[src/sv/pnorm_pkg.sv]
// ----------------------------------------------------------------------------
// pnorm_pkg
// Shared types, constants and arithmetic helpers for the pixel normaliser.
// ----------------------------------------------------------------------------
package pnorm_pkg;

  localparam int unsigned ByteW    = 8;
  localparam int unsigned MeanW    = 16;
  localparam int unsigned InvW     = 24;
  localparam int unsigned CountW   = 21;
  localparam int unsigned PosW     = 20;
  localparam int unsigned ValueW   = 24;
  localparam int unsigned DiffW    = 17;
  localparam int unsigned ProdW    = 42;
  localparam int unsigned CfgIdxW  = 3;
  localparam int unsigned CfgDataW = 24;
  localparam int unsigned NumCh    = 3;
  localparam int unsigned RoundSh  = 12;

  // The counter spans 2^20 positions, which also bounds the pixel count.
  localparam logic [CountW-1:0] CountMax   = CountW'(1 << PosW);
  localparam logic [InvW-1:0]   InvStdRst  = InvW'(65536);

  typedef enum logic [CfgIdxW-1:0] {
    REG_MEAN_CH0    = 3'd0,
    REG_MEAN_CH1    = 3'd1,
    REG_MEAN_CH2    = 3'd2,
    REG_INV_STD_CH0 = 3'd3,
    REG_INV_STD_CH1 = 3'd4,
    REG_INV_STD_CH2 = 3'd5,
    REG_SWAP_MODE   = 3'd6,
    REG_PIXEL_COUNT = 3'd7
  } cfg_idx_e;

  typedef logic signed [ValueW-1:0] value_t;
  typedef logic signed [ProdW-1:0]  prod_t;

  // Rounds a Q16.24 product to Q12.12 (ties towards plus infinity) and
  // saturates it to the signed 24-bit range.
  function automatic value_t round_sat(input prod_t prod);
    prod_t                      biased;
    logic signed [ProdW-RoundSh-1:0] q;
    biased = prod + ProdW'(2048);
    q      = (ProdW-RoundSh)'(biased >>> RoundSh);
    if (q > (ProdW-RoundSh)'(8388607)) begin
      return value_t'(24'sh7FFFFF);
    end else if (q < -(ProdW-RoundSh)'(8388608)) begin
      return value_t'(24'sh800000);
    end else begin
      return value_t'(q[ValueW-1:0]);
    end
  endfunction

  // A zero count behaves as one; anything above the counter span is clipped.
  function automatic logic [CountW-1:0] eff_count(input logic [CountW-1:0] cnt);
    if (cnt == '0) begin
      return CountW'(1);
    end else if (cnt > CountMax) begin
      return CountMax;
    end else begin
      return cnt;
    end
  endfunction

endpackage

[src/sv/pnorm_channel.sv]
// ----------------------------------------------------------------------------
// pnorm_channel
// One colour channel: mean subtraction, multiply by the reciprocal, then
// rounding and saturation to signed Q12.12, all as combinational logic.
// ----------------------------------------------------------------------------
module pnorm_channel (
  input  logic [pnorm_pkg::ByteW-1:0]   byte_i,
  input  logic [pnorm_pkg::MeanW-1:0]   mean_i,
  input  logic [pnorm_pkg::InvW-1:0]    inv_std_i,
  output pnorm_pkg::value_t             value_o
);
  import pnorm_pkg::*;

  logic signed [DiffW-1:0] diff;
  prod_t                   prod;

  // Widen the byte to Q8.8 and take off the mean; the result fits 17 bits.
  assign diff = $signed({1'b0, byte_i, 8'b0}) - $signed({1'b0, mean_i});
  assign prod = ProdW'(diff) * ProdW'($signed({1'b0, inv_std_i}));

  assign value_o = round_sat(prod);

endmodule

[src/sv/pixel_normalize_hwc_to_chw.sv]
// ----------------------------------------------------------------------------
// pixel_normalize_hwc_to_chw
// Normalises packed three-byte pixels by per-channel mean and reciprocal
// standard deviation and emits the three plane values with a plane offset.
// ----------------------------------------------------------------------------
//
//  Channel   Direction  Handshake                  Payload
//  --------  ---------  -------------------------  ------------------------------
//  s_axis    in         s_axis_tvalid/tready       tdata: three pixel bytes
//  m_axis    out        m_axis_tvalid/tready       tdata: three values, offset;
//                                                  tlast: last pixel of image
//  cfg       in         cfg_valid_i/cfg_ready_o    register index and data
//
// Each pixel passes through two register stages: the input register and the
// result register, with the mean subtraction, multiply, rounding and
// saturation between them. An accepted transaction waits in the input register
// until the result register can take it and leaves from the result register;
// one pixel can be taken in every cycle while the output is not stalled. The
// three channel multipliers set the length of the path between the stages.
// Each stage moves on whenever the stage after it is empty or is being
// emptied, so a stall at the output backs up through the pipeline one stage at
// a time. Reset clears the valid flags and the plane counter and restores the
// register defaults; the configuration port is always ready.
// ----------------------------------------------------------------------------
module pixel_normalize_hwc_to_chw (
  input  logic                              clk_i,
  input  logic                              rst_ni,
  // Configuration writes.
  input  logic                              cfg_valid_i,
  output logic                              cfg_ready_o,
  input  logic [pnorm_pkg::CfgIdxW-1:0]     cfg_index_i,
  input  logic [pnorm_pkg::CfgDataW-1:0]    cfg_data_i,
  // Pixel input.
  input  logic                              s_axis_tvalid,
  output logic                              s_axis_tready,
  // [7:0] byte_first, [15:8] byte_middle, [23:16] byte_third
  input  logic [23:0]                       s_axis_tdata,
  // Plane values output.
  output logic                              m_axis_tvalid,
  input  logic                              m_axis_tready,
  // [23:0] plane0_value, [47:24] plane1_value, [71:48] plane2_value,
  // [91:72] plane_offset, [95:92] zero
  output logic [95:0]                       m_axis_tdata,
  output logic                              m_axis_tlast
);
  import pnorm_pkg::*;

  // Configuration registers.
  logic [MeanW-1:0]  mean_q    [NumCh];
  logic [InvW-1:0]   inv_std_q [NumCh];
  logic              swap_q;
  logic [CountW-1:0] count_q;

  // Handshakes and stage advance.
  logic s_fire;
  logic rdy1, rdy2;
  logic v1_q, v2_q;

  // Plane position counter and the values it gives the accepted pixel.
  logic [PosW-1:0]   pos_q, pos_d;
  logic [CountW-1:0] cnt_eff;
  logic              in_last;

  // Stage 1: swapped bytes and position.
  logic [ByteW-1:0]  b_d [NumCh];
  logic [ByteW-1:0]  b_q [NumCh];
  logic [PosW-1:0]   off1_q, off2_q;
  logic              last1_q, last2_q;

  // Channel results.
  value_t val_c [NumCh];
  value_t val2_q [NumCh];

  assign cfg_ready_o = 1'b1;

  always_ff @(posedge clk_i or negedge rst_ni) begin
    if (!rst_ni) begin
      for (int i = 0; i < NumCh; i++) begin
        mean_q[i]    <= '0;
        inv_std_q[i] <= InvStdRst;
      end
      swap_q  <= 1'b0;
      count_q <= CountMax;
    end else if (cfg_valid_i) begin
      case (cfg_idx_e'(cfg_index_i))
        REG_MEAN_CH0:    mean_q[0]    <= cfg_data_i[MeanW-1:0];
        REG_MEAN_CH1:    mean_q[1]    <= cfg_data_i[MeanW-1:0];
        REG_MEAN_CH2:    mean_q[2]    <= cfg_data_i[MeanW-1:0];
        REG_INV_STD_CH0: inv_std_q[0] <= cfg_data_i[InvW-1:0];
        REG_INV_STD_CH1: inv_std_q[1] <= cfg_data_i[InvW-1:0];
        REG_INV_STD_CH2: inv_std_q[2] <= cfg_data_i[InvW-1:0];
        REG_SWAP_MODE:   swap_q       <= cfg_data_i[0];
        REG_PIXEL_COUNT: count_q      <= cfg_data_i[CountW-1:0];
        default: ;
      endcase
    end
  end

  // A stage may load when it is empty or its contents leave in this cycle.
  assign rdy2          = !v2_q || m_axis_tready;
  assign rdy1          = !v1_q || rdy2;
  assign s_axis_tready = rdy1;
  assign s_fire        = s_axis_tvalid && s_axis_tready;

  // The last flag is raised once the position reaches the effective count
  // minus one, which also covers a count lowered below the current position.
  assign cnt_eff = eff_count(count_q);
  assign in_last = ({1'b0, pos_q} + CountW'(1)) >= cnt_eff;
  assign pos_d   = in_last ? '0 : pos_q + PosW'(1);

  always_comb begin
    b_d[1] = s_axis_tdata[15:8];
    if (swap_q) begin
      b_d[0] = s_axis_tdata[23:16];
      b_d[2] = s_axis_tdata[7:0];
    end else begin
      b_d[0] = s_axis_tdata[7:0];
      b_d[2] = s_axis_tdata[23:16];
    end
  end

  always_ff @(posedge clk_i or negedge rst_ni) begin
    if (!rst_ni) begin
      v1_q  <= 1'b0;
      v2_q  <= 1'b0;
      pos_q <= '0;
    end else begin
      if (rdy1) v1_q <= s_axis_tvalid;
      if (rdy2) v2_q <= v1_q;
      if (s_fire) pos_q <= pos_d;
    end
  end

  // Payload registers load only with a valid transaction behind them.
  always_ff @(posedge clk_i) begin
    if (s_fire) begin
      b_q     <= b_d;
      off1_q  <= pos_q;
      last1_q <= in_last;
    end
    if (rdy2 && v1_q) begin
      off2_q  <= off1_q;
      last2_q <= last1_q;
      val2_q  <= val_c;
    end
  end

  for (genvar c = 0; c < NumCh; c++) begin : g_ch
    pnorm_channel u_ch (
      .byte_i    (b_q[c]),
      .mean_i    (mean_q[c]),
      .inv_std_i (inv_std_q[c]),
      .value_o   (val_c[c])
    );
  end

  assign m_axis_tvalid = v2_q;
  assign m_axis_tlast  = last2_q;
  assign m_axis_tdata  = {4'b0, off2_q, val2_q[2], val2_q[1], val2_q[0]};

  // A pixel flagged last must send the counter back to the start of a plane.
  a_wrap: assert property (@(posedge clk_i) disable iff (!rst_ni)
    (s_fire && in_last) |=> (pos_q == '0))
    else $error("plane counter did not wrap after the last pixel");

  // Any other accepted pixel moves the counter on by one.
  a_step: assert property (@(posedge clk_i) disable iff (!rst_ni)
    (s_fire && !in_last) |=> (pos_q == $past(pos_q) + PosW'(1)))
    else $error("plane counter did not advance");

  // With both stages full and the output stalled, no pixel may be taken.
  a_full: assert property (@(posedge clk_i) disable iff (!rst_ni)
    (v1_q && v2_q && !m_axis_tready) |-> !s_axis_tready)
    else $error("input accepted while the pipeline is full");

endmodule

[config.mk]
export PLATFORM = sky130hd
export DESIGN_NAME = pixel_normalize_hwc_to_chw
export DESIGN_NICKNAME = d
export VERILOG_FILES = /design/src/sv/pnorm_pkg.sv /design/src/sv/pnorm_channel.sv /design/src/sv/pixel_normalize_hwc_to_chw.sv
export SDC_FILE = /design/constraint.sdc
export NUM_CORES = 2
export LEC_CHECK = 0
export BUFFER_PORTS_ARGS = -buffer_cell sky130_fd_sc_hd__buf_2
export CORE_MARGIN = 1.5
export CORE_UTILIZATION = 45
export DETAILED_ROUTE_END_ITERATION = 7
export PLACE_DENSITY_LB_ADDON = 0.2
export SLEW_MARGIN = 20
export SYNTH_ARGS = -nofsm -noshare
export SYNTH_HDL_FRONTEND = slang
export SYNTH_SLANG_ARGS = --single-unit
export TNS_END_PERCENT = 30
[constraint.sdc]
create_clock -name clk_i -period 12 [get_ports clk_i]
set_clock_uncertainty 0.2 [all_clocks]
set_input_delay 1.2 -clock clk_i [delete_from_list [all_inputs] [get_ports clk_i]]
set_output_delay 1.2 -clock clk_i [all_outputs]
set_load 0.005 [all_outputs]
---- Word level (Yosys, flattened, before mapping) ----
Index checks and enable logic that the tools add are counted.
W data, S select, Z words.
cells by class
  $add $sub $neg .......................... 8
  multiply operators ...................... 3
  magnitude comparators ................... 8
  equal/unequal tests ..................... 7
  muxes and demuxes ....................... 8
  reduce and logical (&&, ||, !) cells .... 16
operator list
  operator                  count
  $add A42 B13 Y42 const B  3
  $mul A17 B25 Y42          3
  $gt A30 B24 Y1 const B    3
  $lt A30 B24 Y1 const B    3
  $mux W24                  3
  $sub A16 B16 Y17          3
  $mux W21                  2
  $add A20 B1 Y21 const B   1
  $ge A21 B21 Y1            1
  $gt A21 B21 Y1 const B    1
  $logic_not A21 Y1         1
  $add A20 B1 Y20 const B   1
  $mux W20                  1
  $mux W8                   2
  $reduce_and A2 Y1         8
  $eq A3 B3 Y1 const B      4
  $eq A3 B2 Y1 const B      2
  $eq A3 B1 Y1 const B      1
  $logic_not A3 Y1          1
  $logic_and A1 B1 Y1       2
  $logic_not A1 Y1          2
  $logic_or A1 B1 Y1        2
word-level totals
  register bits after elaboration ......... 302
  logic and storage cells ................. 71

---- Depth between registers and ports, before layout ----
  depth after elaboration ................. 5
  mapped depth ............................ 36
  depth with buffers taken out ............ 33

---- Modules after synthesis ----
Synthesis repeated with hierarchy kept, for this count alone.
second synthesis, totals
  cell total of the unflattened synthesis .. 5758
  area, all modules ....................... 54197.0 um^2
modules (own cells, without submodules)
  module                         instances  cells an instance  area an instance (um^2)  seq. area each (um^2)
  pnorm_channel at g_ch[1].u_ch  1          1692               14356.3                  0.0
  pnorm_channel at g_ch[2].u_ch  1          1694               14263.7                  0.0
  pnorm_channel at g_ch[0].u_ch  1          1660               13967.1                  0.0
  pixel_normalize_hwc_to_chw     1          712                11609.9                  8252.9

---- Worst setup path before layout ----
OpenSTA, ideal clock, no wires.
  kind .................................... register -> register
  start ................................... register mean_q[0] in the netlist's numbering
  end ..................................... register val2_q, in the netlist m_axis_tdata[63], data pin
  library setup time ...................... 254 ps
  arrival time ............................ 8041 ps
  setup slack ............................. 3506 ps
  cell stages (with the launch flop) ...... 35
  buffers on the path ..................... 3
  cells stage by stage .................... dfrtp_1 > inv_1 > ha_1 > nor3b_1 > a41oi_1 > o21bai_1 > a21oi_1 > o21bai_1 > a21o_1 > a21oi_1 > o21bai_1 > a21o_1 > clkbuf_1 > nor2_1 > fa_1 > fa_1 > fa_1 > fa_1 > fa_1 > inv_1 > fa_1 > inv_1 > ha_1 > clkbuf_1 > and3_1 > and2_1 > a221oi_1 > o21ai_1 > a221oi_2 > o21ai_1 > a41oi_2 > xnor2_1 > o41a_1 > buf_6 > a21o_1
on the way
  word-level cells in the longest chain between the ends .. 5
  elaborated cells on any way between the ends .. 6
  classes of those cells .................. 2 x add/sub; 1 x mul; 2 x order compare; 1 x mux
ends and longest elaborated chain
  what                  RTL line                           text
  from (decl)           pixel_normalize_hwc_to_chw.sv:49   logic [MeanW-1:0] mean_q [NumCh];
  $sub A16 B16 Y17 (*)  pnorm_channel.sv:18                assign diff = $signed({1'b0, byte_i, 8'b0}) - $signed({1'b0, mean_i});
  $mul A17 B25 Y42 (*)  pnorm_channel.sv:19                assign prod = ProdW'(diff) * ProdW'($signed({1'b0, inv_std_i}));
  $add A42 B13 Y42 (*)  pnorm_pkg.sv:43                    biased = prod + ProdW'(2048);
  $lt A30 B24 Y1        pnorm_pkg.sv:47                    end else if (q < -(ProdW-RoundSh)'(8388608)) begin
  $mux W24              pnorm_pkg.sv:47
  to (signal assigned)  pixel_normalize_hwc_to_chw.sv:144  val2_q <= val_c;
  to (decl)             pixel_normalize_hwc_to_chw.sv:72   value_t val2_q [NumCh];
Mark *: on every way between the ends. The rest lies on a longest branch, timed or not.
A chain may end at the register's enable or synchronous reset.

---- Final worst setup path ----
  start ................................... register mean_q[0] in the netlist's numbering
  end ..................................... register val2_q, in the netlist m_axis_tdata[51], data pin
The elaborated chain is that of the path after synthesis.

==> results.env <==
ROUTED_VIA_DENSITY=5.23
YOSYS-TOP-CELLS-COUNT='sky130_fd_sc_hd__inv_1 (1,321), sky130_fd_sc_hd__fa_1 (987), sky130_fd_sc_hd__nand2_1 (914)'
CLK_TRANSITION_REPORTED_PATHS_PS=60
FINAL-MAX-SLEW-VIOLATION-COUNT=0
CTS_TREE='yes'
BUSIEST_LAYER_IN_GLOBAL_ROUTING='met2'
YOSYS-TOP-CELLS-AREA='sky130_fd_sc_hd__fa_1 (37%), sky130_fd_sc_hd__ha_1 (11%), sky130_fd_sc_hd__inv_1 (9.2%)'
SYN_AREA_UM2=54100
FP.DIEH_UM=350
PLACEABLECOREAREA_UM2=120000
GRT_PASS1_VIAS=41600
PLACEMENT_ROWS=127
CTS_BUFFERS=38
MET1_USAGE_PCT=32.6
YS_SEQ_AREA_SHARE_PCT=15.3
CP.ARRIVAL_PS=10640
SYNTHXORXNORAREAFRAC_PCT=2.49
NUM_VIAS=39100
WORST_HOLD_STARTPOINT='off1_q[7]'
POST-ROUTE-PERIOD-UTIL_PCT=87.2
SYNTH_TOP_FAMILY_BY_AREA='adder cells'
POST_CTS_RESIZED=0
NUMBER_OF_H_TREE_LEVELS=2
PLACE_CONGESTION=0.903
WORST_PIN_SLEW_PS=1050
CRIT_PATH_MAX_INCR_DELAY_PS=760
YS_ASYNC_SR_FRACTION_PCT=54.3
INITIAL_DRT_MARKERS=2301
CLOCK_TREE.BUFFER_DEPTH=3
FIN_SETUP_TNS_PS=0
START_UTIL_PCT=45.2
REGTOREGSTARTPOINT='mean_q[0]'
DIE_AREA_UM2=122000
MAXCLOCKFREQUENCY_MHz=95.5
GLOBALROUTETOTALUTIL_PCT=24.0
CRITICAL_PATH_REQUIRED_PS=12170
GLOBAL_ROUTE.OVERFLOW_TOTAL=0
DETAIL_ROUTE.WIRELENGTH_UM=142000
YS_SEQ_ELEMENTS=302
LAYOUT_CELL_SHARE_WITH_DRIVE_STRENGTH_BEYOND_1_PCT=8.08
R2R.WORST_PATH.CELLS=32
SYNTH_CELL_TYPE_COUNT=79
SYNTH.LARGEST_AREA_CELL='sky130_fd_sc_hd__fa_1'
CTS.ROOT.BUFFER_CELL='sky130_fd_sc_hd__clkbuf_16'
SYNTH_ENABLE_FLOP_CELLS=138
SETUP.WORST_PATH.END_CLASS='register'
SYNTH_SIMPLE_GATE_AREA_SHARE_PCT=14.7
WORSTHOLDPATHCELLS=0
SYN_AVG_CELL_AREA_UM2=9.21
NNETSFINAL=7335
ANTENNA_LEFT=0
DRT_PASS1_ITERATIONS=5
MOST_NUMEROUS_CELL_ON_THE_CRITICAL_PATH='sky130_fd_sc_hd__fa_1'
CRITICAL_PATH_CLASS='reg -> reg'
DIE_W_UM=350
OUTCOME='finished, final reports clean'
DETAILED_PLACE_HPWL_UM=111000
ANTENNA_VIOLATIONS_BEFORE_REPAIR=9
IOS=156
POSTSYNTHCELLCOUNT=5872
GRT.MET3_USAGE_PCT=4.96
TIMING.FINAL.SETUP_VIOLATIONS=0
POST-ROUTE-DRC-COUNT=0
MAX_CAP_CHECK_VIOLATION_COUNT=0
GLOBAL_ROUTE.USAGE.MET2_PCT=39.5
TIMING.FINAL.HOLD_VIOLATIONS=0
CTS.SINK_COUNT=302
SYNTHESIZED_AREA_FRACTION_OCCUPIED_BY_AO_OA_AOI_AND_OAI_CELLS_PCT=6.52
LARGEST_NET_DEGREE_AT_THE_START_OF_GLOBAL_ROUTING=68
RELSLEWSLACK_PCT=30.0
TIMING.CRITICAL_PATH.FANOUT_MAX=26
NETLIST.AREA_LEADER.SHARE_PCT=36.5
CTS_SETUP_BUFFERS=0
HP-CLASS='reg -> reg'
CRITICAL_PATH.STARTPOINT_TYPE='register'
SYNTHESIS.YOSYS.WARNINGS=0
CTS_HOLD_BUF=0
UNREPAIRED_SETUP_ENDPOINTS_AFTER_GLOBAL_ROUTING='no'
PERIOD_NEEDED_PS=10470
COUNT_LEADER_SYNTH='sky130_fd_sc_hd__inv_1'
WL_PER_CELL_UM=19.0
CLKLATENCYLATEPIN_PS=620
TIMING.CRITICAL_PATH.FROM='mean_q[0]'
ARITHMETIC_CELL_SHARE_OF_THE_SYNTHESIZED_AREA_COUNTING_FULL_ADDERS_HALF_ADDERS_AND_MAJORITY_GATES_PCT=47.1
YOSYS-MUX-AREA-FRACTION_PCT=2.72
GRT_PASS1_WL_UM=229000
SLOWEST_STAGE='sky130_fd_sc_hd__a21o_1'
BUFFER_PORTS.INSERTED=150
SYNTH-MAIN-FF-CELL='sky130_fd_sc_hd__dfrtp_1'
AREA_ADDED_BETWEEN_SYNTHESIS_AND_FINISH_PCT=7.23
## state kept, by name (all words and copies together) (netlist names)
register       count
b_q               24
count_q           21
inv_std_q         72
last1_q            1
m_axis_tdata      72
m_axis_tlast       1
m_axis_tvalid      1
mean_q            48
off1_q            20
off2_q            20
pos_q             20
swap_q             1
v1_q               1
## cells by family after synthesis
group,Yosys count
adder cells (fa/ha/maj),1444
multiplexers,131
AO/OA/AOI/OAI,545
XOR/XNOR,153
AND/OR/NAND/NOR,1693
other,2
buffers and inverters,1602
flip-flops,302
## cell type report
type / count / area (µm²)
antenna: 1 / 2.50
multi-input combinational: 3971 / 40300
timing repair buffer: 200 / 1130
tap: 1612 / 2020
inverter: 1322 / 4960
clock buffer: 52 / 1110
fill: 11400 / 61600
clock inverter: 18 / 279
sequential: 302 / 8250
## per-stage QoR
step / instances / util [%] / instance area, µm² / hold WS, ps / setup WS, ps
finish: 7478 / 48.5 / 58000 / 220 / 1530
global route: 7477 / 48.5 / 58000 / 231 / 998
CTS: 7477 / 48.5 / 58000 / 224 / 1510
detailed placement: 7407 / 47.3 / 56600 / 205 / 1560
global placement: 7407 / 47.3 / 56600 / 203 / 1850
floorplan: 5875 / - / 54100 / 200 / 3510
## metal layers
layer  part of all wire, %  vias to the layer above
li1                      -                    17700
met1                    44                    20200
met2                    47                      972
met3                   7.1                      195
met4                   2.2                       10
met5                 0.044                        -
## critical path: cells and delay by family, from the launching register on
kind	cells	cell delay [ps]
adder cells (fa/ha/maj)	8	3390
AND/OR/NAND/NOR	5	1390
flip-flops	1	700
XOR/XNOR	1	190
AO/OA/AOI/OAI	14	4010
buffers and inverters	4	320
## worst paths after layout
kind | endpoint | slack [ps]
max | m_axis_tdata[51] | 1530
min | off2_q[7] | 220
max reg2reg | m_axis_tdata[51] | 1530
min reg2reg | off2_q[7] | 220
max in group asynchronous | inv_std_q[5] | 9320
min in group asynchronous | v1_q | 260
## cell usage in the layout (no fill, tap or decap), types with 14 or more instances in the layout
master / instances
sky130_fd_sc_hd__xnor2_4: 14
sky130_fd_sc_hd__nor2_1: 124
sky130_fd_sc_hd__buf_4: 50
sky130_fd_sc_hd__nor3_1: 20
sky130_fd_sc_hd__fa_1: 987
sky130_fd_sc_hd__and3_1: 31
sky130_fd_sc_hd__xnor2_1: 67
sky130_fd_sc_hd__edfxtp_1: 138
sky130_fd_sc_hd__xor2_1: 52
sky130_fd_sc_hd__nor2b_1: 19
sky130_fd_sc_hd__or2_2: 25
sky130_fd_sc_hd__mux2_2: 128
sky130_fd_sc_hd__o211ai_1: 18
sky130_fd_sc_hd__a21o_1: 104
sky130_fd_sc_hd__a21oi_1: 126
sky130_fd_sc_hd__o21ai_0: 122
sky130_fd_sc_hd__nand2_1: 914
sky130_fd_sc_hd__o21a_1: 20
sky130_fd_sc_hd__ha_1: 457
sky130_fd_sc_hd__dfrtp_1: 160
sky130_fd_sc_hd__a31oi_1: 28
sky130_fd_sc_hd__nor4_1: 16
sky130_fd_sc_hd__o21bai_1: 29
sky130_fd_sc_hd__buf_2: 149
sky130_fd_sc_hd__nand3_1: 37
sky130_fd_sc_hd__clkbuf_16: 40
sky130_fd_sc_hd__and2_1: 430
sky130_fd_sc_hd__inv_1: 1321
sky130_fd_sc_hd__nand4_1: 30
Power is left out: the tool's default activity adds up to more than one toggle a clock period on the data nets, which glitch-free logic cannot reach.
